File: config.mk
export PLATFORM = sky130hd
export DESIGN_NAME = linear_interp_resampler_core
export DESIGN_NICKNAME = d
export VERILOG_FILES = /design/src/hdl/lirs_pkg.sv /design/src/hdl/lirs_ctrl.sv /design/src/hdl/lirs_dp.sv /design/src/hdl/linear_interp_resampler_core.sv
export SDC_FILE = /design/constraint.sdc
export NUM_CORES = 1
export LEC_CHECK = 0
export BUFFER_PORTS_ARGS = -buffer_cell sky130_fd_sc_hd__buf_2
export CORE_UTILIZATION = 55
export DETAILED_ROUTE_END_ITERATION = 8
export GPL_TIMING_DRIVEN = 0
export MAX_ROUTING_LAYER = met4
export PLACE_DENSITY_LB_ADDON = 0.2
export SETUP_SLACK_MARGIN = 0.4
export SKIP_LAST_GASP = 1
export SYNTH_ARGS = -nofsm -noshare
export SYNTH_HDL_FRONTEND = slang
export SYNTH_SLANG_ARGS = --single-unit
File: constraint.sdc
create_clock -name clk -period 10.15 [get_ports clk]
set_input_delay 0.5075 -clock clk [delete_from_list [all_inputs] [get_ports clk]]
set_output_delay 0.5075 -clock clk [all_outputs]
set_load 0.02 [all_outputs]
File: src/hdl/lirs_pkg.sv
`timescale 1ns / 1ps

package lirs_pkg;

  // fixed-point format of position and step
  localparam int FRAC_BITS   = 20;
  localparam int MAX_OUTPUTS = 8;

  localparam int SAMPLE_W = 16;
  localparam int STEP_W   = FRAC_BITS + 4;
  localparam int POS_W    = FRAC_BITS + 5;
  localparam int DIFF_W   = SAMPLE_W + 1;
  localparam int FRAC_W   = FRAC_BITS + 1;
  localparam int PROD_W   = DIFF_W + FRAC_W + 1;
  localparam int ACC_W    = PROD_W + 1;
  localparam int CNT_W    = (MAX_OUTPUTS > 1) ? $clog2(MAX_OUTPUTS) : 1;

  localparam logic [POS_W-1:0]  ONE_POS    = POS_W'(1) << FRAC_BITS;
  localparam logic [STEP_W-1:0] STEP_RESET = STEP_W'(3) << FRAC_BITS;

  // controller state, one-hot
  typedef enum logic [2:0] {
    ST_IDLE = 3'b001,
    ST_MUL  = 3'b010,
    ST_RND  = 3'b100
  } lirs_state_t;

  // commands from controller to datapath
  typedef struct packed {
    logic capture;  // latch the incoming sample as current
    logic skip;     // item with no results: retire it at once
    logic mul;      // form (cur - prev) * position
    logic emit;     // round, load result register, advance position
    logic last;     // emitted result closes the item
  } lirs_cmd_t;

  // status from datapath to controller
  typedef struct packed {
    logic pos_pending;  // position not past the current sample
    logic next_over;    // position after one more step is past it
    logic out_free;     // result register can take a new value
  } lirs_sts_t;

endpackage

File: src/hdl/lirs_ctrl.sv
`timescale 1ns / 1ps

module lirs_ctrl import lirs_pkg::*; (
  input  logic      clk,
  input  logic      rst_n,
  input  logic      in_valid,
  output logic      in_stall,
  input  lirs_sts_t sts,
  output lirs_cmd_t cmd
);

  lirs_state_t      state_r, state_nxt;
  logic [CNT_W-1:0] cnt_r, cnt_nxt;
  logic             last_r, last_nxt;

  assign in_stall = (state_r != ST_IDLE);

  // next state and commands
  always_comb begin
    state_nxt   = state_r;
    cnt_nxt     = cnt_r;
    last_nxt    = last_r;
    cmd         = '0;
    cmd.last    = last_r;
    case (state_r)
      ST_IDLE: begin
        if (in_valid) begin
          if (sts.pos_pending) begin
            cmd.capture = 1'b1;
            cnt_nxt     = '0;
            state_nxt   = ST_MUL;
          end else begin
            cmd.skip = 1'b1;
          end
        end
      end
      ST_MUL: begin
        cmd.mul   = 1'b1;
        last_nxt  = (cnt_r == CNT_W'(MAX_OUTPUTS - 1)) || sts.next_over;
        state_nxt = ST_RND;
      end
      ST_RND: begin
        if (sts.out_free) begin
          cmd.emit = 1'b1;
          if (last_r) begin
            state_nxt = ST_IDLE;
          end else begin
            cnt_nxt   = cnt_r + CNT_W'(1);
            state_nxt = ST_MUL;
          end
        end
      end
      default: begin
        state_nxt = ST_IDLE;
      end
    endcase
  end

  // state registers
  always_ff @(posedge clk) begin
    if (!rst_n) begin
      state_r <= ST_IDLE;
      cnt_r   <= '0;
      last_r  <= 1'b0;
    end else begin
      state_r <= state_nxt;
      cnt_r   <= cnt_nxt;
      last_r  <= last_nxt;
    end
  end

endmodule

File: src/hdl/lirs_dp.sv
`timescale 1ns / 1ps

module lirs_dp import lirs_pkg::*; (
  input  logic                       clk,
  input  logic                       rst_n,
  input  logic signed [SAMPLE_W-1:0] in_sample,
  input  logic                       cfg_wr_en,
  input  logic        [STEP_W-1:0]   cfg_wr_data,
  input  lirs_cmd_t                  cmd,
  output lirs_sts_t                  sts,
  output logic                       out_valid,
  input  logic                       out_stall,
  output logic signed [SAMPLE_W-1:0] out_sample,
  output logic                       out_last
);

  localparam logic signed [ACC_W-1:0] HALF    = ACC_W'(1) << (FRAC_BITS - 1);
  localparam logic signed [ACC_W-1:0] SAT_MAX = ACC_W'(32767);
  localparam logic signed [ACC_W-1:0] SAT_MIN = -ACC_W'(32767);

  logic        [STEP_W-1:0]   step_r;
  logic        [POS_W-1:0]    pos_r;
  logic signed [SAMPLE_W-1:0] prev_r;
  logic signed [SAMPLE_W-1:0] cur_r;
  logic signed [PROD_W-1:0]   prod_r;
  logic                       out_valid_r;
  logic signed [SAMPLE_W-1:0] out_sample_r;
  logic                       out_last_r;

  logic        [POS_W-1:0]    pos_adv;
  logic        [POS_W-1:0]    pos_adv_fin;
  logic        [POS_W-1:0]    pos_fin;
  logic signed [DIFF_W-1:0]   diff;
  logic signed [FRAC_W:0]     frac_s;
  logic signed [ACC_W-1:0]    acc;
  logic signed [ACC_W-1:0]    rnd;
  logic signed [ACC_W-1:0]    quo;
  logic signed [SAMPLE_W-1:0] sat;

  // position stepping and end-of-item move back by one period, clamped at zero
  assign pos_adv     = pos_r + POS_W'(step_r);
  assign pos_adv_fin = (pos_adv >= ONE_POS) ? (pos_adv - ONE_POS) : '0;
  assign pos_fin     = (pos_r >= ONE_POS) ? (pos_r - ONE_POS) : '0;

  assign sts.pos_pending = (pos_r <= ONE_POS);
  assign sts.next_over   = (pos_adv > ONE_POS);
  assign sts.out_free    = !out_valid_r || !out_stall;

  // multiplier operands, position is at most one here
  assign diff   = DIFF_W'(cur_r) - DIFF_W'(prev_r);
  assign frac_s = $signed({1'b0, pos_r[FRAC_W-1:0]});

  // round half away from zero, then saturate
  assign acc = (ACC_W'(prev_r) <<< FRAC_BITS) + ACC_W'(prod_r);
  assign rnd = acc + HALF - ACC_W'(acc < 0);
  assign quo = rnd >>> FRAC_BITS;
  always_comb begin
    if (quo > SAT_MAX) begin
      sat = SAMPLE_W'(SAT_MAX);
    end else if (quo < SAT_MIN) begin
      sat = SAMPLE_W'(SAT_MIN);
    end else begin
      sat = quo[SAMPLE_W-1:0];
    end
  end

  // step, position and previous sample
  always_ff @(posedge clk) begin
    if (!rst_n) begin
      step_r <= STEP_RESET;
      pos_r  <= ONE_POS;
      prev_r <= '0;
    end else if (cfg_wr_en) begin
      step_r <= cfg_wr_data;
      pos_r  <= ONE_POS;
      prev_r <= '0;
    end else if (cmd.skip) begin
      pos_r  <= pos_fin;
      prev_r <= in_sample;
    end else if (cmd.emit) begin
      if (cmd.last) begin
        pos_r  <= pos_adv_fin;
        prev_r <= cur_r;
      end else begin
        pos_r <= pos_adv;
      end
    end
  end

  // current sample and product
  always_ff @(posedge clk) begin
    if (cmd.capture) begin
      cur_r <= in_sample;
    end
    if (cmd.mul) begin
      prod_r <= PROD_W'(diff) * PROD_W'(frac_s);
    end
  end

  // result register
  always_ff @(posedge clk) begin
    if (!rst_n) begin
      out_valid_r <= 1'b0;
    end else if (cmd.emit) begin
      out_valid_r <= 1'b1;
    end else if (!out_stall) begin
      out_valid_r <= 1'b0;
    end
  end

  always_ff @(posedge clk) begin
    if (cmd.emit) begin
      out_sample_r <= sat;
      out_last_r   <= cmd.last;
    end
  end

  assign out_valid  = out_valid_r;
  assign out_sample = out_sample_r;
  assign out_last   = out_last_r;

endmodule

File: src/hdl/linear_interp_resampler_core.sv
`timescale 1ns / 1ps
// an item's sample is captured when it is taken; each of its results is formed by a
//   multiply state (product registered), then a round state that saturates it into the
//   result register once that register is free; the input stays stalled until the last
//   result of the item is loaded, and an item with no result is retired at once
// reset (rst_n low, synchronous): step 3.0, position 1.0, previous sample 0, idle
// a write to cfg_wr_data restores position and previous sample to the same values

module linear_interp_resampler_core import lirs_pkg::*; (
  input  logic                       clk,
  input  logic                       rst_n,
  input  logic                       in_valid,
  output logic                       in_stall,
  input  logic signed [SAMPLE_W-1:0] in_sample,
  output logic                       out_valid,
  input  logic                       out_stall,
  output logic signed [SAMPLE_W-1:0] out_sample,
  output logic                       out_last,
  input  logic                       cfg_wr_en,
  input  logic        [STEP_W-1:0]   cfg_wr_data
);

  lirs_cmd_t cmd;
  lirs_sts_t sts;

  // sequencing of results per item
  lirs_ctrl u_ctrl (
    .clk      (clk),
    .rst_n    (rst_n),
    .in_valid (in_valid),
    .in_stall (in_stall),
    .sts      (sts),
    .cmd      (cmd)
  );

  // interpolation arithmetic and state
  lirs_dp u_dp (
    .clk         (clk),
    .rst_n       (rst_n),
    .in_sample   (in_sample),
    .cfg_wr_en   (cfg_wr_en),
    .cfg_wr_data (cfg_wr_data),
    .cmd         (cmd),
    .sts         (sts),
    .out_valid   (out_valid),
    .out_stall   (out_stall),
    .out_sample  (out_sample),
    .out_last    (out_last)
  );

endmodule

==> metrics.txt, run 1 <==
status finished, final reports clean; detail-routed via count per cell 5.750; drt first pass iters 6; routed len/inst between 15 and 20 µm; die width ~200 µm; crit share post-route approximately 90%; Synth Warn # 0; Crit Path Category flop to flop; # clock sinks about 150; Post-Syn Nets between 3000 and 4000; commonest non-fill, non-tap cell in the layout inv_1; Sw Ratio ~44%; port buffer count slightly above 60; crit-path max FO 10; pre-CTS setup slack between 0.1 and 0.15 ns; H-tree depth 4; total track usage 31.96%; Internal approximately 1.5 mW; num ports 64; Area growth, synth to finish 7.374%; LEAKAGE 11.96 nW; Worst Hold Class input port to flop; chip height 204.9 µm; CTS root buf clkbuf_16; vias approximately 19000; Final Power roughly 2.7 mW; DR DRC count 0; Slew Viols, Final 0; Cells after DPL approximately 3200; number of synthesized flops with an enable pin just over 70; post-route setup slack around 0.76 ns; Gate power share 51.5%; maximum number of pins on one net before global-route repair 25; Initial DRC Count around 1500; reported max-cap violation count 0; Rows 73; vias in the first global route around 19000; Num CTS Buffers 17; total grt overflow 0; final core utilization roughly 60%; Critical Path End Type flop; CTS tree built; Cell Pwr Density 110.6 nW/µm²; FMAX between 100 and 150 MHz; Routed Antenna Nets 0; RSZ-0062 raised after global routing false; share of cells above drive strength 1 roughly 6.0%; final setup vio count 0; sequential element share of the synthesized area between 15 and 20%; hold_buf cts 0; hpwl dp 51350 µm; Netlist cell types 90; initial antenna violation count 4; CP Launch Type flop; Non-Filler Instances around 3200; Mapped Cells 2596; Placer Congestion between 0.9 and 1; predominant post-synthesis flop cell dfxtp_1; core area 40190 µm²; most frequent CP cell fa_1; clock-pin slew on the worst setup and hold paths ~0.070 ns; clk buf depth 2; skew final around 0.016 ns; setup TNS 0 ns; most frequent cells in the layout inv_1, fa_1, nand2_1; Sw Pwr roughly 1.2 mW; Initial Util 56.32%; fin nets 3251; final wirelength ~63000 µm; Reg power frac a little over a quarter; minimum clock period between 9 and 10 ns; Hold Fails Final Rpt 0; Required @ worst endpoint about 10 ns; asr flop ratio synth 0%; first-pass GRT wire length roughly 100000 µm; max_slew headroom 30.43%; Die ar. about 42000 µm²; crit path DAT about 9.6 ns; worst IR drop on VDD between 0.1 and 0.15 mV; clock power share 22.3%; mean area per synthesized cell between 8 and 9 µm²; Tightest Pin Transition 1.044 ns; CP max stage cell fa_1; clk_lat worst skew 0.45 ns; Worst path max stage delay approximately 0.53 ns; Yosys reg bits between 100 and 150; Cell Area, Synth roughly 23000 µm²
-- Yosys cell counts (20+ instances only) --
| library cell | count | area share, % |
|---|---|---|
| a21o_1 | 48 | 1.6 |
| a21oi_1 | 146 | 3.2 |
| and2_1 | 98 | 2.7 |
| clkbuf_1 | 105 | 1.7 |
| dfxtp_1 | 73 | 6.5 |
| edfxtp_1 | 72 | 9.6 |
| fa_1 | 287 | 25 |
| ha_1 | 239 | 13 |
| inv_1 | 453 | 7.5 |
| mux2i_1 | 31 | 1.4 |
| nand2_1 | 278 | 4.6 |
| nand3_1 | 26 | 0.57 |
| nand4_1 | 22 | 0.61 |
| nor2_1 | 107 | 1.8 |
| nor2b_1 | 77 | 2.1 |
| nor3_1 | 32 | 0.71 |
| o21ai_0 | 93 | 2.1 |
| o21bai_1 | 20 | 0.66 |
| xnor2_1 | 71 | 2.7 |
| xor2_1 | 22 | 0.85 |
-- critical path, delay by kind of cell (launching register included) --
kind / cells / cell delay, ns
adder cells (fa/ha/maj): 9 / 3.95
AO/OA/AOI/OAI: 15 / 3.08
buffers and inverters: 7 / 0.68
AND/OR/NAND/NOR: 4 / 0.68
XOR/XNOR: 2 / 0.40
flip-flops: 1 / 0.35
-- power by group through the flow --
stage	registers (mW)	logic [mW]	clock network [mW]
after floorplan	0.710	0.923	0
after global placement	0.719	1.29	0
after detailed placement	0.718	1.32	0
after CTS	0.706	1.33	0.606
after global routing	0.709	1.51	0.630
final	0.706	1.38	0.599
-- registers in the layout (all words and copies together), names as in the netlist --
signal	count
u_dp.prod_r	39
u_dp.pos_r	25
u_dp.step_r	24
u_dp.cur_r	16
u_dp.out_sample	16
u_dp.prev_r	16
u_ctrl.cnt_r	3
u_ctrl.state_r	3
u_ctrl.last_r	1
u_dp.out_last	1
u_dp.out_valid	1
-- area by class of cell --
type	instances	area [µm²]
Sequential cell	145	3625
Inverter	453	1700
Clock inverter	13	101.3
Timing Repair Buffer	65	352.8
Clock buffer	19	452.9
Tap cell	525	656.9
Fill cell	3618	15880
Buffer	112	488.0
Multi-Input combinational cell	1886	16920
Antenna cell	5	12.51
-- stage by stage --
stage | hold WS (ns) | instance area [µm²]
global route | 0.2324 | 24300
detailed placement | 0.4773 | 23640
floorplan | 0.4460 | 22640
global placement | 0.4673 | 23600
CTS | 0.2394 | 24210
finish | 0.2576 | 24300
-- layer usage --
layer / part of all wire, % / vias up / GRT usage [%] / routed length [µm]
met2: 46 / 655 / 50.04 / 28840
met3: 6.9 / 119 / 4.900 / 4359
met4: 3.7 / 0 / 12.75 / 2355
met1: 44 / 9066 / 41.53 / 27440
li1: - / 8692 / - / -
met5: 0 / - / - / 0
-- cells by family after synthesis --
kind of cell / after synthesis / share of synthesized area, %
multiplexers: 31 / 1.371
AO/OA/AOI/OAI: 476 / 13.90
AND/OR/NAND/NOR: 759 / 16.93
flip-flops: 145 / 16.01
XOR/XNOR: 94 / 3.670
adder cells (fa/ha/maj): 526 / 38.59
buffers and inverters: 565 / 9.530
-- path summary, 6_finish.rpt --
path | startpoint | endpoint | slack, ns | depth (start not counted)
hold reg to reg | u_dp.prev_r[10]$_SDFFE_PP0P_ | u_dp.prev_r[10]$_SDFFE_PP0P_ | 0.49 | 2
setup reg to reg | u_dp.cur_r[0]$_DFFE_PP_ | u_dp.prod_r[37]$_DFFE_PP_ | 0.76 | 37
setup / recovery | u_dp.cur_r[0]$_DFFE_PP_ | u_dp.prod_r[37]$_DFFE_PP_ | 0.76 | 37
hold / removal | in_sample[5] | u_dp.cur_r[5]$_DFFE_PP_ | 0.26 | 1
-- repair_timing --
| action | in CTS | in global routing |
|---|---|---|
| pin swaps | 0 | 2 |
| resized for setup | 4 | 49 |
| setup buffers | 0 | 2 |
| setup endpoints to repair | 4 | 7 |
No activity file was read; power rests on OpenSTA's default activity.
==> inputs of run 2 (changes only) <==
- BUFFER_PORTS_ARGS: -buffer_cell sky130_fd_sc_hd__buf_2 -> -buffer_cell sky130_fd_sc_hd__buf_4
- CORE_UTILIZATION: 55 -> 35
==> run 2 against run 1 <==
Against the previous run: via count shrank 1.9%; register-to-register slack gained 0.05 ns; largest power group unchanged; hold slack got worse by 0.025 ns; global-route usage is 11 points lower.
==> metrics.txt, run 2 (same netlist as run 1, synthesis figures left out) <==
status finished, final reports clean; core area around 64000 µm²; crit path DAT 9.53 ns; num ports 64; origin of the worst setup path u_dp.cur_r[0]$_DFFE_PP_; WL met3 3503 µm; Stages on worst setup path 35; routed len/inst ~19 µm; setup slack, reg-to-reg 0.81 ns; crit path buf inv count 5; CTS tree built; worst IR drop on VDD about 0.10 mV; max reg flops 39; CP Launch Type flop; Top Layer Used met4; Slew Viols, Final 0; total grt overflow 0; Non-Filler Instances between 3000 and 4000; Cells after DPL 3505; clock-pin slew on the worst setup and hold paths 0.07 ns; Tightest Pin Transition about 1.0 ns; detail-routed via count per cell around 5.1; Initial DRC Count between 900 and 1000; Largest Register u_dp.prod_r; chip height about 260 µm; maximum number of pins on one net before global-route repair 33; H-tree depth 4; Placer Congestion 0.9209; Area growth, synth to finish 10.00%; clk_lat worst skew between 0.4 and 0.5 ns; metal2 WL 30140 µm; # clock sinks 145; Die ar. approximately 66000 µm²; crit share post-route approximately nine tenths; RSZ-0062 raised after global routing false; CTS root buf clkbuf_16; M1 wire length approximately 31000 µm; hold_buf cts 0; LEAKAGE 12.07 nW; reg2reg start u_dp.cur_r[0]$_DFFE_PP_; first-pass GRT wire length ~100000 µm; FMAX approximately 110 MHz; Hold Fails Final Rpt 0; Worst Hold Class input port to flop; max_slew headroom a little over 30%; Initial Util a little over a third; Top Registers u_dp.prod_r (39), u_dp.pos_r (25), u_dp.step_r (24); skew final 0.02293 ns; initial antenna violation count 2; reported max-cap violation count 0; Critical Path End Type flop; Rows between 90 and 100; port buffer count 62; share of cells above drive strength 1 6.164%; reg2reg end u_dp.prod_r[38]$_DFFE_PP_; hpwl dp 55240 µm; Cell Pwr Density 108.8 nW/µm²; Required @ worst endpoint between 10 and 15 ns; clk buf depth 2; final setup vio count 0; drt first pass iters 5; most frequent CP cell fa_1; Top delay family on crit path adder cells; DR DRC count 0; total track usage about a fifth; crit-path max FO 10; fin nets around 3300; Crit Path Category flop to flop; setup TNS 0 ns; die width between 200 and 300 µm; last element of the critical path u_dp.prod_r[38]$_DFFE_PP_; commonest non-fill, non-tap cell in the layout inv_1; most frequent cells in the layout inv_1, fa_1, nand2_1; vias 18170; worst r2r path cells 35; final wirelength ~66000 µm; Num CTS Buffers 17; Worst path max stage delay 0.53 ns; minimum clock period around 9.3 ns; vias in the first global route approximately 18000; Routed Antenna Nets 0; CP max stage cell fa_1
==> run 2: final cells by class <==
class	instances	area (µm²)
Antenna cell	2	5.005
Buffer	112	488.0
Clock buffer	19	464.2
Clock inverter	13	117.6
Fill cell	6470	38640
Inverter	453	1700
Multi-Input combinational cell	1886	16940
Sequential cell	145	3625
Tap cell	846	1059
Timing Repair Buffer	65	500.5
==> run 2: how the worst min path moves through the flow <==
stage	start	end	cells past startpoint
finish	in_sample[7]	u_dp.cur_r[7]$_DFFE_PP_	1
global route	in_sample[7]	u_dp.cur_r[7]$_DFFE_PP_	1
CTS	in_sample[7]	u_dp.cur_r[7]$_DFFE_PP_	1
detailed placement	u_dp.prev_r[10]$_SDFFE_PP0P_	u_dp.prev_r[10]$_SDFFE_PP0P_	2
global placement	u_dp.prev_r[9]$_SDFFE_PP0P_	u_dp.prev_r[9]$_SDFFE_PP0P_	2
floorplan	u_dp.step_r[20]$_SDFFE_PN1P_	u_dp.step_r[20]$_SDFFE_PN1P_	2
==> run 2: timing repair <==
action	4_1_cts	5_1_grt
pin swaps	0	3
buffers inserted	0	2
gates resized for setup	6	57
setup endpoints to repair	5	7
==> run 2: where the power goes <==
part | internal (mW) | switching [mW]
Combinational | 0.495 | 0.876
Sequential | 0.684 | 0.0221
Clock | 0.343 | 0.289
==> run 2: per-layer routing <==
metal	up-vias	track usage, %
li1	8700	-
met1	8973	28.14
met2	432	32.93
met3	68	3.401
met4	0	5.988
met5	-	-
==> run 2: worst reg2reg max path: cells and delay by family (launching register included) <==
| family | cells | cell delay [ns] |
|---|---|---|
| AOI/OAI and AO/OA | 18 | 3.85 |
| xor gates and xnor gates | 1 | 0.16 |
| adders and majority gates | 9 | 4.01 |
| buffers and inverters | 5 | 0.45 |
| DFF | 1 | 0.37 |
| and+or+nand+nor | 2 | 0.23 |
==> run 2: stage by stage <==
step                      setup slack [ns]  power [mW]  util (%)  hold WS, ns  cell area (µm²)
after floorplan                      1.941       1.633         -       0.4460            22640
after global placement              0.2416       2.031     38.02       0.4724            24160
after detailed placement            0.1727       2.041     38.07       0.4742            24190
after CTS                           0.4635       2.697     39.02       0.1933            24800
after global routing                0.4011       2.909     39.19       0.2137            24900
final                               0.8142       2.708     39.19       0.2327            24900
==> inputs of run 3 (changes only) <==
- CTS_BUF_LIST: unset -> sky130_fd_sc_hd__clkbuf_8
- GPL_TIMING_DRIVEN: 0 -> unset
==> run 3 against run 2 <==
Against the previous run: clock skew rose by 0.0045 ns; clock power fell by 20%; first-iteration DRC count rose by 4.9%; sequential cell count did not move; setup slack improved by 0.26 ns; non-clock buffer count fell by 74; largest cell class unchanged.
==> metrics.txt, run 3 (same netlist as run 1, synthesis figures left out) <==
Sw Ratio between 40% and 50%; Hold Fails Final Rpt 0; minimum clock period between 9 and 10 ns; Largest Register u_dp.prod_r; Gate power share approximately 53%; CP Launch Type flop; reg2reg start u_dp.prev_r[1]$_SDFFE_PP0P_; crit path buf inv count 6; crit share post-route around nine tenths; clock-pin slew on the worst setup and hold paths around 0.11 ns; drt first pass iters 5; Final Power roughly 2.6 mW; Reg power frac ~28%; fin nets 3177; H-tree depth 4; Worst path max stage delay around 0.54 ns; die width about 260 µm; Tightest Pin Transition about 1.1 ns; FMAX ~110 MHz; Non-Filler Instances between 3000 and 4000; clk buf depth 2; Top Registers u_dp.prod_r (39), u_dp.pos_r (25), u_dp.step_r (24); Critical Path End Type flop; CTS tree built; CTS root buf clkbuf_8; Num CTS Buffers 17; Cell Pwr Density approximately 110 nW/µm²; reported max-cap violation count 0; fillers roughly 6500; worst r2r path cells 35; Placer Congestion between 0.8 and 0.9; maximum number of pins on one net before global-route repair a little over 40; total grt overflow 0; num ports 64; reg2reg end u_dp.prod_r[38]$_DFFE_PP_; Routed Antenna Nets 0; detail-routed via count per cell about 5.1; crit-path max FO 13; Rows between 90 and 100; max_slew headroom between 20% and 30%; # clock sinks roughly 150; FF/Latch Area about 3600 µm²; clock power share around a fifth; commonest non-fill, non-tap cell in the layout inv_1; Multi-input gate area between 15000 and 20000 µm²; CP max stage cell o311a_1; skew final between 0.02 and 0.03 ns; vias approximately 18000; initial antenna violation count 1; routed len/inst around 19 µm; hpwl dp 53820 µm; Crit Path Category flop to flop; chip height approximately 260 µm; RSZ-0062 raised after global routing false; most frequent cells in the layout inv_1, fa_1, nand2_1; LEAKAGE 11.95 nW; Initial DRC Count ~1000; Worst Hold Class input port to flop; Top delay family on crit path compound AO/OA/AOI/OAI gates; Cells on Worst Hold Path 1; Sw Pwr 1.223 mW; Worst Hold Path EP u_dp.cur_r[4]$_DFFE_PP_; final wirelength approximately 66000 µm; status finished, final reports clean; total track usage 21.05%; Area growth, synth to finish 8.297%; Initial Util a little over a third; max reg flops 39; DR DRC count 0; core area around 64000 µm²; Slew Viols, Final 0; Internal 1.365 mW; worst IR drop on VDD ~0.07 mV; final setup vio count 0; hold_buf cts 0; share of cells above drive strength 1 roughly 6.6%; most frequent CP cell fa_1; vias in the first global route roughly 18000; Die ar. between 60000 and 70000 µm²; final core utilization between 30% and 40%; Required @ worst endpoint roughly 10 ns; first-pass GRT wire length about 100000 µm; clk_lat worst skew between 0.5 and 0.6 ns; port buffer count between 60 and 70; min-delay src in_sample[4]; Cells after DPL roughly 3400; crit path DAT between 9 and 10 ns; setup TNS 0 ns; setup slack, reg-to-reg 1.08 ns
-- run 3: cell count changes in the layout (fill, tap and decap cells not counted), moves of 5 or more --
| cell | before | now |
|---|---|---|
| clkbuf_8 | 1 | 17 |
| clkbuf_2 | 20 | 0 |
| clkbuf_16 | 18 | 0 |
| buf_4 | 66 | 103 |
| clkinv_8 | 1 | 6 |
| clkbuf_1 | 84 | 0 |
-- run 3: repair_timing --
action,in CTS,in global routing
setup endpoints to repair,0,2
buffers inserted,0,1
hold endpoints to repair,0,0
resized for setup,0,2
-- run 3: how the worst max path moves through the flow --
stage | startpoint | to | slack, ns | cells after the start
final | u_dp.prev_r[1]$_SDFFE_PP0P_ | u_dp.prod_r[38]$_DFFE_PP_ | 1.08 | 35
after floorplan | u_dp.cur_r[0]$_DFFE_PP_ | u_dp.prod_r[37]$_DFFE_PP_ | 1.94 | 36
after CTS | u_dp.cur_r[0]$_DFFE_PP_ | u_dp.prod_r[37]$_DFFE_PP_ | 0.91 | 35
after detailed placement | u_dp.cur_r[0]$_DFFE_PP_ | u_dp.prod_r[37]$_DFFE_PP_ | 0.95 | 35
after global routing | u_dp.prev_r[1]$_SDFFE_PP0P_ | u_dp.prod_r[37]$_DFFE_PP_ | 0.42 | 33
after global placement | u_dp.cur_r[0]$_DFFE_PP_ | u_dp.prod_r[37]$_DFFE_PP_ | 1.07 | 34
-- run 3: area by class of cell --
| cell class | count | share of cell area [%] |
|---|---|---|
| inverters | 453 | 6.937 |
| clock buffers | 17 | 0.9545 |
| multi-input cells | 1886 | 69.06 |
| flip-flops and latches | 145 | 14.78 |
| repair buffers | 103 | 3.154 |
| well taps | 846 | 4.318 |
| clock inverters | 15 | 0.7809 |
| diodes | 1 | 0.01021 |
-- run 3: power by group through the flow --
stage	Sequential, mW	Combinational, mW	Clock [mW]
global placement	0.726	1.35	0
detailed placement	0.726	1.36	0
global route	0.716	1.53	0.540
finish	0.712	1.37	0.504
CTS	0.713	1.37	0.522
floorplan	0.710	0.923	0
-- run 3: metal layers --
layer	track usage [%]	share of wire (%)	vias to the layer above
li1	-	-	8533
met1	27.66	46	8803
met2	33.93	47	404
met3	2.481	4.0	80
met4	6.271	2.4	0
met5	-	0	-
-- run 3: stage by stage --
step                      hold WS, ns  instance area [µm²]  setup WS (ns)
after detailed placement       0.4771                24060         0.9467
after global placement         0.4711                24060          1.067
after CTS                     0.06298                24480         0.9123
final                          0.1222                24510          1.075
after global routing          0.08159                24510         0.4151
after floorplan                0.4460                22640          1.941
